`src/hdl/vog_pkg.sv`:
```
// Shared types and constants for the voxel occupancy grid.
// Grid limits, field widths, action and register codes, and the control structs.
`timescale 1ns / 1ps
`default_nettype none

package vog_pkg;

  // Grid limits
  localparam int MAX_LENGTH = 64;
  localparam int MAX_WIDTH  = 64;
  localparam int MAX_HEIGHT = 16;

  // Fixed field widths
  localparam int CFG_LEN_W  = 7;
  localparam int CFG_WID_W  = 7;
  localparam int CFG_HGT_W  = 5;
  localparam int SCALE_W    = 16;
  localparam int POS_W      = 32;
  localparam int QCELL_W    = 16;
  localparam int OUT_CELL_W = 16;
  localparam int LIN_W      = 16;
  localparam int ACT_W      = 2;
  localparam int DIFF_W     = POS_W + 1;
  localparam int PROD_W     = DIFF_W + SCALE_W + 1;
  localparam int FRAC_W     = 24;
  localparam int CELL_W     = PROD_W - FRAC_W;

  // Configuration port
  localparam int APB_DW   = 32;
  localparam int PADDR_W  = 5;
  localparam int REG_IDX_W = 3;

  // Reset values of the configuration registers
  localparam int RST_LENGTH = 64;
  localparam int RST_WIDTH  = 64;
  localparam int RST_HEIGHT = 16;
  localparam int RST_SCALE  = 256;

  // Widths that follow from the grid limits
  localparam int LEN_W = $clog2(MAX_LENGTH + 1);
  localparam int WID_W = $clog2(MAX_WIDTH + 1);
  localparam int HGT_W = $clog2(MAX_HEIGHT + 1);
  localparam int XC_W  = $clog2(MAX_LENGTH);
  localparam int YC_W  = $clog2(MAX_WIDTH);
  localparam int ZC_W  = (MAX_HEIGHT > 1) ? $clog2(MAX_HEIGHT) : 1;

  // Occupancy store layout: rows of up to 64 bits
  localparam int CELLS    = MAX_LENGTH * MAX_WIDTH * MAX_HEIGHT;
  localparam int IDX_W    = $clog2(CELLS);
  localparam int ROW_LOG  = (IDX_W < 6) ? IDX_W : 6;
  localparam int ROW_BITS = 1 << ROW_LOG;
  localparam int ROWS     = (CELLS + ROW_BITS - 1) / ROW_BITS;
  localparam int ROW_AW   = (ROWS > 1) ? $clog2(ROWS) : 1;

  typedef enum logic [ACT_W-1:0] {
    ACT_QUERY_POS  = 2'd0,
    ACT_QUERY_CELL = 2'd1,
    ACT_SET        = 2'd2,
    ACT_CLEAR      = 2'd3
  } act_e;

  typedef enum logic [REG_IDX_W-1:0] {
    REG_LENGTH = 3'd0,
    REG_WIDTH  = 3'd1,
    REG_HEIGHT = 3'd2,
    REG_ORG_X  = 3'd3,
    REG_ORG_Y  = 3'd4,
    REG_ORG_Z  = 3'd5,
    REG_SCALE  = 3'd6
  } reg_e;

  typedef enum logic [2:0] {
    ST_CLEAR,
    ST_IDLE,
    ST_MUL,
    ST_IDX,
    ST_READ,
    ST_WRITE
  } state_e;

  // Effective configuration: sizes clamped, scale never zero
  typedef struct packed {
    logic [LEN_W-1:0]        len;
    logic [WID_W-1:0]        wid;
    logic [HGT_W-1:0]        hgt;
    logic signed [POS_W-1:0] org_x;
    logic signed [POS_W-1:0] org_y;
    logic signed [POS_W-1:0] org_z;
    logic [SCALE_W-1:0]      scale;
  } cfg_t;

  typedef struct packed {
    logic idle;
    logic clear_wr;
    logic mul_en;
    logic idx_en;
    logic rd_en;
    logic wr_en;
  } ctrl_cmd_t;

  typedef struct packed {
    logic in_fire;
    logic clear_last;
    logic out_busy;
  } dp_sts_t;

endpackage

`default_nettype wire

```
`src/hdl/vog_ctrl.sv`:
```
// Controller state machine: clearing sweep, then one item at a time
// through scale, index, read and write steps. Depends on vog_pkg.
`timescale 1ns / 1ps
`default_nettype none

module vog_ctrl (
  input  wire logic               clk_i,
  input  wire logic               rst_ni,
  input  wire vog_pkg::dp_sts_t   sts_i,
  output vog_pkg::ctrl_cmd_t      cmd_o
);
  import vog_pkg::*;

  state_e state_q, state_d;

  always_ff @(posedge clk_i or negedge rst_ni) begin
    if (!rst_ni) begin
      state_q <= ST_CLEAR;
    end else begin
      state_q <= state_d;
    end
  end

  always_comb begin
    state_d = state_q;
    cmd_o   = '0;
    case (state_q)
      ST_CLEAR: begin
        cmd_o.clear_wr = 1'b1;
        if (sts_i.clear_last) state_d = ST_IDLE;
      end
      ST_IDLE: begin
        cmd_o.idle = 1'b1;
        if (sts_i.in_fire) state_d = ST_MUL;
      end
      ST_MUL: begin
        cmd_o.mul_en = 1'b1;
        state_d      = ST_IDX;
      end
      ST_IDX: begin
        cmd_o.idx_en = 1'b1;
        state_d      = ST_READ;
      end
      ST_READ: begin
        cmd_o.rd_en = 1'b1;
        state_d     = ST_WRITE;
      end
      ST_WRITE: begin
        // hold until the output register can take the result
        if (!sts_i.out_busy) begin
          cmd_o.wr_en = 1'b1;
          state_d     = ST_IDLE;
        end
      end
      default: state_d = ST_IDLE;
    endcase
  end

endmodule

`default_nettype wire

```
`config.mk`:
```
export PLATFORM = sky130hd
export DESIGN_NAME = vog_ctrl
export DESIGN_NICKNAME = d
export VERILOG_FILES = /design/src/hdl/vog_pkg.sv /design/src/hdl/vog_ctrl.sv
export SDC_FILE = /design/constraint.sdc
export NUM_CORES = 1
export LEC_CHECK = 0
export BUFFER_PORTS_ARGS = -buffer_cell sky130_fd_sc_hd__buf_2
export CORE_AREA = 2 2 39 41
export DETAILED_ROUTE_END_ITERATION = 6
export DIE_AREA = 0 0 41 43
export GPL_TIMING_DRIVEN = 0
export PLACE_DENSITY = 0.35
export REMOVE_ABC_BUFFERS = 1
export SLEW_MARGIN = 5
export SYNTH_ARGS = -nofsm -noshare
export SYNTH_HDL_FRONTEND = slang
export SYNTH_SLANG_ARGS = --single-unit
```
`constraint.sdc`:
```
create_clock -name clk_i -period 1 [get_ports clk_i]
set_input_delay 0.1 -clock clk_i [delete_from_list [all_inputs] [get_ports clk_i]]
set_output_delay 0.1 -clock clk_i [all_outputs]
set_load 0.01 [all_outputs]
```
### Word level (Yosys, flattened, before mapping)

Index checks and enable logic that the tools add are counted.

| operators by class | value |
|---|---|
| reductions and logical operators | 2 |
| eq/ne operators | 8 |
| mux-type cells | 11 |

Operators by type and width:

| operator | count |
|---|---|
| 3-bit one-hot mux with 6 select lines | 1 |
| 3-bit two-way mux | 3 |
| 1-bit two-way mux | 7 |
| 3-bit by 2-bit == test with 1-bit output (second input constant) | 2 |
| 3-bit == test (second input constant) | 2 |
| 2-bit != test (second input constant) | 3 |
| 3-bit by 1-bit == test with 1-bit output (second input constant) | 1 |
| 3-bit zero test | 1 |
| 3-bit AND reduction | 1 |

| storage, ports and cells | value |
|---|---|
| input port bits | 5 |
| logic and storage cells | 22 |
| output and inout port bits | 6 |
| register bits after elaboration | 3 |

### Logic depth before layout (Yosys ltp)

| logic depth | value |
|---|---|
| depth after elaboration | 3 |
| depth in mapped cells | 3 |

### Worst setup path before layout

Ideal clock, no wire load.

| path | value |
|---|---|
| path type | register to register |
| start | register state_q[0] |
| end | register state_q[0] |
| stages on the path, launching flop included | 4 |
| arrival | 975 ps |
| path slack | -93 ps |
| buffers on the path | 1 |
| cell sequence | dfrtp_1 buf_6 or3_1 a21o_1 |

| between the ends | value |
|---|---|
| longest elaborated chain between the ends | 3 |
| elaborated cells on any way between the ends | 11 |
| those cells by class | 8 x eq/ne; 1 x mux; 2 x reduce/logical |

Ends and longest elaborated chain:

| element | RTL line | RTL |
|---|---|---|
| start: declaration | vog_ctrl.sv:14 | `state_e state_q, state_d;` |
| start signal: assignment | vog_ctrl.sv:20 | `state_q <= state_d;` |
| 3-bit by 1-bit == test with 1-bit output, or another cell as far along | vog_ctrl.sv:27 | `case (state_q)` |
| 2-bit != test (no line) | -- |  |
| 3-bit AND reduction (no line) | -- |  |

Parallel ways exist; a longest one is shown, timed or not.
A chain may end at the register's enable or synchronous reset.

==> results.toml <==
[routing]
route.antenna.remaining_nets = 0
dr.pass1.iters = 1
drt_iter0_markers = 0
wl_per_cell_um = 11.44
vias = 211
viasPerCell = 4.058
finalWirelength_um = 595
drc_errors = 0

[logic_synthesis]
synth.avg_cell_area_um2 = 9.295
ys.flop_type = "dfrtp_1"
yosysTopAreaCell = "dfrtp_1"
synth_edf_count = 0
synthTopCellsByCount = "3 x dfrtp_1, 3 x nor3b_1, 2 x buf_2, 2 x nor4bb_1"
syn_area_um2 = 195.2
ys_top_cells_by_area = "dfrtp_1 38%, nor3b_1 12%, nor4bb_1 10%"
yosysUniqueCellTypes = 15
synth_warnings = 0
yosysSeqAreaShare = 0.3846
synth_cells = 21
ys_async_sr_fraction = 1.000
synth_top_area_frac = 0.3846
synth_seq_cells = 3

[setup_path]
rr_worst_depth = 3
startpoint_type = "flop"
r2r-start = "state_q[1]"
path_max_fanout = 6
required_ps = 900
timing_worst_setup_path_type = "reg2out"
reg2reg_to = "state_q[0]"
rrSetupSlack_ps = -170
cp-end-kind = "output pin"
arrival_ps = 1130

[global_routing]
grt_pass1_vias = 215
grt_pass1_wl_um = 890
grt_max_degree = 11
grtUsageTotal = 0.08434
overflow = 0
antenna_found_initial = 0

[die]
die_h_um = 43
floorplan.initialDensity = 0.1410
fp.dieW_um = 41
row_count = 14
core_mm2 = 0.001384
num_io_pins = 11
die_area_mm2 = 0.001763

[cells_and_area]
finalNonFillerCells = 52
area_growth_pct = 71.80
drive_gt1_frac = 0.6389
regArea_um2 = 78.83
regMostFlops = "state_q"
largest_register_ffs = 3
fillers = 160
layout.nets = 42
top_regs = "state_q x3"
multi_input_area_um2 = 120.1
antenna_cells = 0
design_area_um2 = 335.3

[clock_tree]
root_buffer = "clkbuf_4"
htreeDepth = 1
clock_latency_ps = 240
numClockSinks = 3
clkTransAtPathRegs_ps = 40
cts_buffers = 3
cts_max_path_buffers = 2
tritoncts = "done"

[power]
p_leak_nw = 0.1582
ir_worst_vdd_uv = 876.9
pwr_density_cell_mw_per_mm2 = 2952
design_power_total_mw = 0.9899

[flow_run]
maxCapViolations = 0

[outcome]
status = "complete, but fails checks"
violations = "setup timing"

[place]
dp.cells = 44
hpwl_um = 348.2
dpl_cell_area_um2 = 244.0
globalplace.congestion = 0.5635
port_buffers = 10

[hold_path]
holdCritStartpoint = "sts_i[0]"
holdPathStages = 3
hp-class = "in2reg"
hold_end = "state_q[2]"

[timing]
hold_violations = 0
maxSlewHeadroom = 0.8377
max_freq_mhz = 809.9
setup_viol = 8
slew_violations = 0
period_share = 1.235
fin_ws_ps = -234.7
rsz0062_at_grt = "yes"
layout_min_cycle_time_ps = 1235
worst_pin_slew_ps = 240.2
fin_skew_ps = 1.696
==> cells by family (layout without fill, tap and decap cells) <==
logic type             Yosys count  after routing  share of synthesized area
and+or+nand+nor                 12             12                     0.4103
buffers and inverters            3             18                     0.1090
DFF                              3              3                     0.3846
AOI/OAI and AO/OA                3              3                    0.09616
==> report_power, final <==
part	switching, mW	internal (mW)
Clock	0.0644	0.150
Combinational	0.203	0.285
Sequential	0.105	0.183
Total	0.372	0.618
==> worst max-delay path by stage <==
| stage | cells after the start | slack [ps] | endpoint | startpoint |
|---|---|---|---|---|
| finish | 2 | -230 | cmd_o[0] | state_q[1] |
| global route | 2 | -260 | cmd_o[0] | state_q[1] |
| CTS | 2 | -230 | cmd_o[0] | state_q[1] |
| detailed placement | 2 | -120 | state_q[0] | state_q[0] |
| global placement | 2 | -80 | state_q[0] | state_q[0] |
| floorplan | 2 | -50 | state_q[0] | state_q[0] |
==> critical path, cell delays in order, from the launching register on <==
cell and delay [ps]:
dfrtp_2 440, nor4bb_1 280, buf_2 180
==> per-layer routing <==
metal | wire, um | global-route usage | vias up
li1 | - | - | 105
met1 | 278 | 0.09646 | 89
met2 | 230 | 0.1031 | 13
met3 | 58 | 0.03141 | 4
met4 | 27 | 0.1000 | 0
met5 | 0 | 0 | -
==> placed cells by master (no fill, tap or decap) <==
cell           netlist  final
a21o_1               1      1
buf_2                2     10
buf_4                0      1
buf_6                1      2
clkbuf_1             0      1
clkbuf_4             0      3
dfrtp_2              0      3
dlygate4sd3_1        0      1
nand2_2              0      1
nand2b_4             0      1
nor2_1               1      1
nor2b_1              1      1
nor3_1               1      1
nor3b_1              3      2
nor3b_2              0      1
nor4bb_1             2      2
o21ai_0              1      1
o22ai_2              0      1
or2_1                1      1
or3_1                1      1
==> stage by stage <==
| stage | setup slack, ps | utilization | TNS, ps | hold slack, ps |
|---|---|---|---|---|
| after floorplan | -51.72 | - | -117.4 | -195.6 |
| after global placement | -84.56 | 0.1763 | -102.1 | -105.9 |
| final | -234.7 | 0.2423 | -1242 | 118.9 |
| after CTS | -228.5 | 0.2324 | -1304 | 157.6 |
| after global routing | -257.1 | 0.2423 | -1651 | 128.2 |
| after detailed placement | -122.4 | 0.1763 | -205.4 | -101.8 |
==> cell type report <==
class / count / area share
multi-input cells: 15 / 0.3582
clock buffers: 4 / 0.07836
repair buffers: 14 / 0.2687
flip-flops and latches: 3 / 0.2351
well taps: 16 / 0.05970
==> what timing repair did <==
item | in CTS | in global routing
endpoints found under the hold margin | 3 | 0
pin swaps | 4 | 3
buffers inserted | 3 | 0
hold buffers | 1 | 0
setup endpoints to repair | 8 | 9
resized for setup | 9 | 2
No activity file was read; power rests on OpenSTA's default activity.
