<file path="src/hdl/vog_pkg.sv">
// Shared types and constants for the voxel occupancy grid.
// Grid limits, field widths, action and register codes, and the control structs.
`timescale 1ns / 1ps
`default_nettype none

package vog_pkg;

  // Grid limits
  localparam int MAX_LENGTH = 64;
  localparam int MAX_WIDTH  = 64;
  localparam int MAX_HEIGHT = 16;

  // Fixed field widths
  localparam int CFG_LEN_W  = 7;
  localparam int CFG_WID_W  = 7;
  localparam int CFG_HGT_W  = 5;
  localparam int SCALE_W    = 16;
  localparam int POS_W      = 32;
  localparam int QCELL_W    = 16;
  localparam int OUT_CELL_W = 16;
  localparam int LIN_W      = 16;
  localparam int ACT_W      = 2;
  localparam int DIFF_W     = POS_W + 1;
  localparam int PROD_W     = DIFF_W + SCALE_W + 1;
  localparam int FRAC_W     = 24;
  localparam int CELL_W     = PROD_W - FRAC_W;

  // Configuration port
  localparam int APB_DW   = 32;
  localparam int PADDR_W  = 5;
  localparam int REG_IDX_W = 3;

  // Reset values of the configuration registers
  localparam int RST_LENGTH = 64;
  localparam int RST_WIDTH  = 64;
  localparam int RST_HEIGHT = 16;
  localparam int RST_SCALE  = 256;

  // Widths that follow from the grid limits
  localparam int LEN_W = $clog2(MAX_LENGTH + 1);
  localparam int WID_W = $clog2(MAX_WIDTH + 1);
  localparam int HGT_W = $clog2(MAX_HEIGHT + 1);
  localparam int XC_W  = $clog2(MAX_LENGTH);
  localparam int YC_W  = $clog2(MAX_WIDTH);
  localparam int ZC_W  = (MAX_HEIGHT > 1) ? $clog2(MAX_HEIGHT) : 1;

  // Occupancy store layout: rows of up to 64 bits
  localparam int CELLS    = MAX_LENGTH * MAX_WIDTH * MAX_HEIGHT;
  localparam int IDX_W    = $clog2(CELLS);
  localparam int ROW_LOG  = (IDX_W < 6) ? IDX_W : 6;
  localparam int ROW_BITS = 1 << ROW_LOG;
  localparam int ROWS     = (CELLS + ROW_BITS - 1) / ROW_BITS;
  localparam int ROW_AW   = (ROWS > 1) ? $clog2(ROWS) : 1;

  typedef enum logic [ACT_W-1:0] {
    ACT_QUERY_POS  = 2'd0,
    ACT_QUERY_CELL = 2'd1,
    ACT_SET        = 2'd2,
    ACT_CLEAR      = 2'd3
  } act_e;

  typedef enum logic [REG_IDX_W-1:0] {
    REG_LENGTH = 3'd0,
    REG_WIDTH  = 3'd1,
    REG_HEIGHT = 3'd2,
    REG_ORG_X  = 3'd3,
    REG_ORG_Y  = 3'd4,
    REG_ORG_Z  = 3'd5,
    REG_SCALE  = 3'd6
  } reg_e;

  typedef enum logic [2:0] {
    ST_CLEAR,
    ST_IDLE,
    ST_MUL,
    ST_IDX,
    ST_READ,
    ST_WRITE
  } state_e;

  // Effective configuration: sizes clamped, scale never zero
  typedef struct packed {
    logic [LEN_W-1:0]        len;
    logic [WID_W-1:0]        wid;
    logic [HGT_W-1:0]        hgt;
    logic signed [POS_W-1:0] org_x;
    logic signed [POS_W-1:0] org_y;
    logic signed [POS_W-1:0] org_z;
    logic [SCALE_W-1:0]      scale;
  } cfg_t;

  typedef struct packed {
    logic idle;
    logic clear_wr;
    logic mul_en;
    logic idx_en;
    logic rd_en;
    logic wr_en;
  } ctrl_cmd_t;

  typedef struct packed {
    logic in_fire;
    logic clear_last;
    logic out_busy;
  } dp_sts_t;

endpackage

`default_nettype wire

</file>
<file path="src/hdl/vog_cfg.sv">
// APB configuration registers and their effective (clamped) values.
// Depends on vog_pkg.
`timescale 1ns / 1ps
`default_nettype none

module vog_cfg (
  input  wire logic                         clk_i,
  input  wire logic                         rst_ni,
  input  wire logic                         psel,
  input  wire logic                         penable,
  input  wire logic                         pwrite,
  input  wire logic [vog_pkg::PADDR_W-1:0]  paddr,
  input  wire logic [vog_pkg::APB_DW-1:0]   pwdata,
  output logic      [vog_pkg::APB_DW-1:0]   prdata,
  output logic                              pready,
  output vog_pkg::cfg_t                     cfg_o
);
  import vog_pkg::*;

  logic [CFG_LEN_W-1:0] len_q;
  logic [CFG_WID_W-1:0] wid_q;
  logic [CFG_HGT_W-1:0] hgt_q;
  logic [POS_W-1:0]     org_x_q;
  logic [POS_W-1:0]     org_y_q;
  logic [POS_W-1:0]     org_z_q;
  logic [SCALE_W-1:0]   scale_q;
  reg_e                 reg_idx;
  logic                 wr_fire;

  assign reg_idx = reg_e'(paddr[PADDR_W-1:2]);
  assign wr_fire = psel && penable && pwrite;
  assign pready  = 1'b1;

  always_ff @(posedge clk_i or negedge rst_ni) begin
    if (!rst_ni) begin
      len_q   <= CFG_LEN_W'(RST_LENGTH);
      wid_q   <= CFG_WID_W'(RST_WIDTH);
      hgt_q   <= CFG_HGT_W'(RST_HEIGHT);
      org_x_q <= '0;
      org_y_q <= '0;
      org_z_q <= '0;
      scale_q <= SCALE_W'(RST_SCALE);
    end else if (wr_fire) begin
      case (reg_idx)
        REG_LENGTH: len_q   <= pwdata[CFG_LEN_W-1:0];
        REG_WIDTH:  wid_q   <= pwdata[CFG_WID_W-1:0];
        REG_HEIGHT: hgt_q   <= pwdata[CFG_HGT_W-1:0];
        REG_ORG_X:  org_x_q <= pwdata[POS_W-1:0];
        REG_ORG_Y:  org_y_q <= pwdata[POS_W-1:0];
        REG_ORG_Z:  org_z_q <= pwdata[POS_W-1:0];
        REG_SCALE:  scale_q <= pwdata[SCALE_W-1:0];
        default: ;
      endcase
    end
  end

  always_comb begin
    case (reg_idx)
      REG_LENGTH: prdata = APB_DW'(len_q);
      REG_WIDTH:  prdata = APB_DW'(wid_q);
      REG_HEIGHT: prdata = APB_DW'(hgt_q);
      REG_ORG_X:  prdata = APB_DW'(org_x_q);
      REG_ORG_Y:  prdata = APB_DW'(org_y_q);
      REG_ORG_Z:  prdata = APB_DW'(org_z_q);
      REG_SCALE:  prdata = APB_DW'(scale_q);
      default:    prdata = '0;
    endcase
  end

  // Zero size counts as one, oversize counts as the limit
  always_comb begin
    if (len_q == '0)                          cfg_o.len = LEN_W'(1);
    else if (32'(len_q) > 32'(MAX_LENGTH))    cfg_o.len = LEN_W'(MAX_LENGTH);
    else                                      cfg_o.len = LEN_W'(len_q);

    if (wid_q == '0)                          cfg_o.wid = WID_W'(1);
    else if (32'(wid_q) > 32'(MAX_WIDTH))     cfg_o.wid = WID_W'(MAX_WIDTH);
    else                                      cfg_o.wid = WID_W'(wid_q);

    if (hgt_q == '0)                          cfg_o.hgt = HGT_W'(1);
    else if (32'(hgt_q) > 32'(MAX_HEIGHT))    cfg_o.hgt = HGT_W'(MAX_HEIGHT);
    else                                      cfg_o.hgt = HGT_W'(hgt_q);

    cfg_o.org_x = $signed(org_x_q);
    cfg_o.org_y = $signed(org_y_q);
    cfg_o.org_z = $signed(org_z_q);
    cfg_o.scale = (scale_q == '0) ? SCALE_W'(1) : scale_q;
  end

endmodule

`default_nettype wire

</file>
<file path="config.mk">
export PLATFORM = sky130hd
export DESIGN_NAME = vog_cfg
export DESIGN_NICKNAME = d
export VERILOG_FILES = /design/src/hdl/vog_pkg.sv /design/src/hdl/vog_cfg.sv
export SDC_FILE = /design/constraint.sdc
export NUM_CORES = 1
export LEC_CHECK = 0
export BUFFER_PORTS_ARGS = -buffer_cell sky130_fd_sc_hd__buf_2
export CAP_MARGIN = 15
export CORE_MARGIN = 4
export CORE_UTILIZATION = 50
export CTS_CLUSTER_DIAMETER = 100
export CTS_CLUSTER_SIZE = 8
export DETAILED_ROUTE_END_ITERATION = 10
export PLACE_DENSITY = 0.79
export SYNTH_ARGS = -nofsm -noshare
export SYNTH_HDL_FRONTEND = slang
export SYNTH_SLANG_ARGS = --single-unit
</file>
<file path="constraint.sdc">
create_clock -name clk_i -period 2.1 [get_ports clk_i]
set_input_delay 0.105 -clock clk_i [delete_from_list [all_inputs] [get_ports clk_i]]
set_output_delay 0.105 -clock clk_i [all_outputs]
set_load 0.005 [all_outputs]
</file>
# == Word-level counts from Yosys, hierarchy flattened ==
# Index checks and enable logic that the tools add are counted.
# Widths: inputs -> output; s select.
# word_totals
memories,0
elab_cells,38
latch_bits,0
ram_bits,0
rom_bits,0
input_bits,42
out_inout_bits,164
regBits,131
# classes
n_bitwise,0
n_reduce_logical,14
n_shift,0
n_eq_ne,6
div,0
add_sub_neg,0
n_mul,0
magnitude_cmp,3
mux,8
# ops
cell,n
$pmux 32 s7,1
$mux 7,4
$logic_not 16->1,1
$mux 16,1
$gt 7x7->1 const B,2
$logic_not 7->1,2
$reduce_and 2->1,7
$mux 5,2
$eq 3x3->1 const B,3
$eq 3x2->1 const B,2
$gt 5x5->1 const B,1
$logic_not 5->1,1
$eq 3x1->1 const B,1
$logic_not 3->1,1
$logic_and 1x1->1,2

# == Depth between registers and ports, before layout ==
# depth
depth_word,3
ltp_mapped,5
depth_no_buf,3

# == Worst setup path before layout ==
# No wires, ideal clock.
# synth_path
path_kind,input -> register
start,input paddr[2] (netlist name)
end,register org_y_q[10]
slack_ps,748
arrival_time_ps,1227
required_time_ps,1975
cell_stages,5
cell_sequence,buf_6 -> nand4b_4 -> nor2_1 -> buf_6 -> mux2_2
# synth_via
elab_chain_cells,2
# synth_rtl
item,line,rtl
"start, declared",vog_cfg.sv:12,"input wire logic [vog_pkg::PADDR_W-1:0] paddr,"
$eq 3x3->1,vog_cfg.sv:44,case (reg_idx)
$reduce_and 2->1 (no source line),--,
"end signal, assigned",vog_cfg.sv:49,REG_ORG_Y: org_y_q <= pwdata[POS_W-1:0];
"end, declared",vog_cfg.sv:24,logic [POS_W-1:0] org_y_q;
# No other way between the ends.
# A chain may end at the register's enable or synchronous reset.

# == Worst setup path in the final report ==
# layout_path
start,register hgt_q[4]
end,output prdata[4] (netlist name)
# layout_via
elab_chain_cells,1
# layout_rtl
item,line,rtl
"start, declared",vog_cfg.sv:22,logic [CFG_HGT_W-1:0] hgt_q;
"start signal, assigned",vog_cfg.sv:38,hgt_q <= CFG_HGT_W'(RST_HEIGHT);
"start signal, assigned",vog_cfg.sv:47,REG_HEIGHT: hgt_q <= pwdata[CFG_HGT_W-1:0];
$pmux 32 s7,vog_cfg.sv:58,case (reg_idx)
"end, declared",vog_cfg.sv:14,"output logic [vog_pkg::APB_DW-1:0] prdata,"
# No other way between the ends.

==> summary.md <==
| Metric | Value |
|---|---|
| Total GRT Usage | 0.263 |
| Commonest cells after routing, fill and taps aside | buf_2 (201), mux2_2 (129), dfrtp_1 (127) |
| WP data arrival | 1.67 ns |
| # clock sinks | 131 |
| Final HPWL DP | 12200 µm |
| Post-CTS Hold Buffers | 26 |
| Max Freq | 0.562 GHz |
| Initial antenna violation count | 1 |
| Final #Nets | 745 |
| Netlist cell types | 37 |
| Post-DP Area | 7400 µm² |
| Relative slew margins | 0.518 |
| Commonest non-fill, non-tap cell in the layout | buf_2 |
| Post-synthesis cell area | 6210 µm² |
| Syn Inst Count | 485 |
| Cts bufs inserted | 17 |
| Yosys warns | 0 |
| # DRC | 0 |
| PD cells | 1000 nW/µm² |
| CTS tree | done |
| Peak supply drop | 691 µV |
| Clk root buf | clkbuf_16 |
| Fin crit share | 0.847 |
| CP Capture Type | output pin |
| Largest net degree at the start of global routing | 132 |
| Post-place setup slack | 0.374 ns |
| LEAKAGE | 4.15 nW |
| DR vias | 4958 |
| Clk_lat worst skew | 0.41 ns |
| Synth async-reset ratio | 1.00 |
| Worst Path Required | 2.00 ns |
| CTS max path bufs | 2 |
| Kind of critical path | reg -> out |
| Total setup buffers inserted after CTS | 0 |
| Vias/cell | 5.61 |
| Setup TNS | 0 ns |
| Number of diodes | 0 |
| RSZ-0062 raised after global routing | no |
| Port buffer count | 202 |
| EDFF count, synth | 0 |
| IO Pins | 206 |
| Skew final | 0 ns |
| Starting DRC count in detailed routing | 361 |
| Die Ht | 119 µm |
| Reg clk slew, reported paths | 0.06 ns |
| Min cycle time layout | 1.78 ns |
| Worst Tran Pin Value | 0.723 ns |
| Synth top area share | 0.512 |
| GPL Wtd Cong | 0.822 |
| Final core occ | 0.686 |
| Syn_nets | 527 |
| # H-tree levels | 4 |
| Layout cell share with drive strength beyond 1 | 0.546 |
| WL final | 18200 µm |
| Setup violators final | 0 |
| Outcome | complete, no violations |
| Fin. Hold Viols | 0 |
| Synth top area cells | dfrtp_1 (51%), mux2_2 (23%), mux2i_1 (6.1%), dfstp_2 (1.7%), nand2_1 (1.6%) |
| Vias in the first global route | 5329 |
| Placeable Area | 12100 µm² |
| FP Rows | 40 |
| Crit-path max FO | 7 |
| TritonRoute pass-1 iters | 5 |
| Die Wd | 119 µm |
| Avg Inst Size Synth | 12.8 µm² |
| Pins over their slew limit | 0 |
| Area leader, netlist | dfrtp_1 |
| Synth Flop Type | dfrtp_1 |
| DIE AREA | 14300 µm² |
| Initial Util | 0.515 |
| #FFs+latches synth | 131 |
| Resized Gates After CTS | 0 |
| ANT nets after route | 0 |
| Max cap viols | 0 |
| Worst hold margin | 0.0172 ns |
| Grt total ovfl | 0 |
| HP Class | in -> reg |
| Worst setup margin | 0.321 ns |
| First-pass GRT wire length | 29200 µm |
| Final Instance Area | 8270 µm² |
| Drt wl/cell | 20.5 µm |
| Area grow syn2layout | 33.2% |
| Seq/Total Area, Yosys | 0.529 |
| Startpoint types | register |
[power by group]
| group | internal (W) | total, W | switching, W |
|---|---|---|---|
| clock | 0.00193 | 0.00304 | 0.00111 |
| sequential | 0.00303 | 0.00350 | 0.000465 |
| combinational | 0.000985 | 0.00175 | 0.000769 |
[critical path, cell delays in order (launching register included)]
cell and delay [ns]:
dfstp_2 0.59, mux2i_1 0.13, a211o_1 0.32, o211ai_1 0.09
buf_2 0.14
[area by class of cell]
class	instances	area [µm²]
Clock inverter	12	156
Fill cell	869	3790
Timing Repair Buffer	246	1460
Multi-Input combinational cell	305	2700
Tap cell	168	210
Clock buffer	20	457
Inverter	2	7.51
Sequential cell	131	3280
[logic make-up (layout without fill, tap and decap cells)]
kind of cell,Yosys count,after routing,share of synthesized area
AO/OA/AOI/OAI,51,51,0.0578
buffers and inverters,49,280,0.0401
flip-flops,131,131,0.529
multiplexers,170,170,0.301
other,1,1,0.000604
AND/OR/NAND/NOR,83,83,0.0719
[Yosys cell counts, types with 2 or more instances]
library cell	instances
nand2b_1	11
nand2_1	26
a32oi_1	4
dfstp_2	4
o221ai_1	9
nor2b_1	13
nor2_1	11
buf_6	5
inv_1	2
nor4_1	3
buf_4	2
dfrtp_1	127
o21ai_0	19
mux2i_1	38
clkbuf_1	23
a211o_1	4
mux2_2	129
a21oi_1	3
nand3b_1	4
a21boi_0	4
mux2_1	3
buf_2	16
nor3_1	6
o211ai_1	4
a221o_1	2
nor2_2	2
[path summary, 6_finish.rpt]
kind	startpoint	end	slack [ns]	depth (start not counted)
worst max-delay path	hgt_q[4]	prdata[4]	0.32	4
worst min-delay path	pwdata[2]	org_x_q[2]	0.02	2
worst max register to register	len_q[6]	len_q[6]	1.21	1
worst min register to register	org_z_q[26]	org_z_q[26]	0.52	1
max in group asynchronous	rst_ni	len_q[2]	1.19	3
min in group asynchronous	rst_ni	org_z_q[7]	0.34	3
[registers in the layout, summed over array words and instances, names as in the netlist]
signal and count:
hgt_q 5, len_q 7, org_x_q 32, org_y_q 32
org_z_q 32, scale_q 16, wid_q 7
[per-stage QoR]
step           cells  total power (W)
3_5_place_dp     826          0.00524
3_3_place_gp     826          0.00514
6_report         884          0.00830
5_1_grt          884          0.00871
4_1_cts          884          0.00835
2_1_floorplan    485          0.00429
[per-layer routing]
| metal | share of wire | up-vias | global-route usage |
|---|---|---|---|
| met4 | 0.025 | 2 | 0.105 |
| met2 | 0.49 | 265 | 0.433 |
| li1 | - | 2184 | - |
| met5 | 0.00061 | - | 0 |
| met3 | 0.093 | 47 | 0.0864 |
| met1 | 0.39 | 2460 | 0.320 |
No activity file was read; power rests on OpenSTA's default activity.
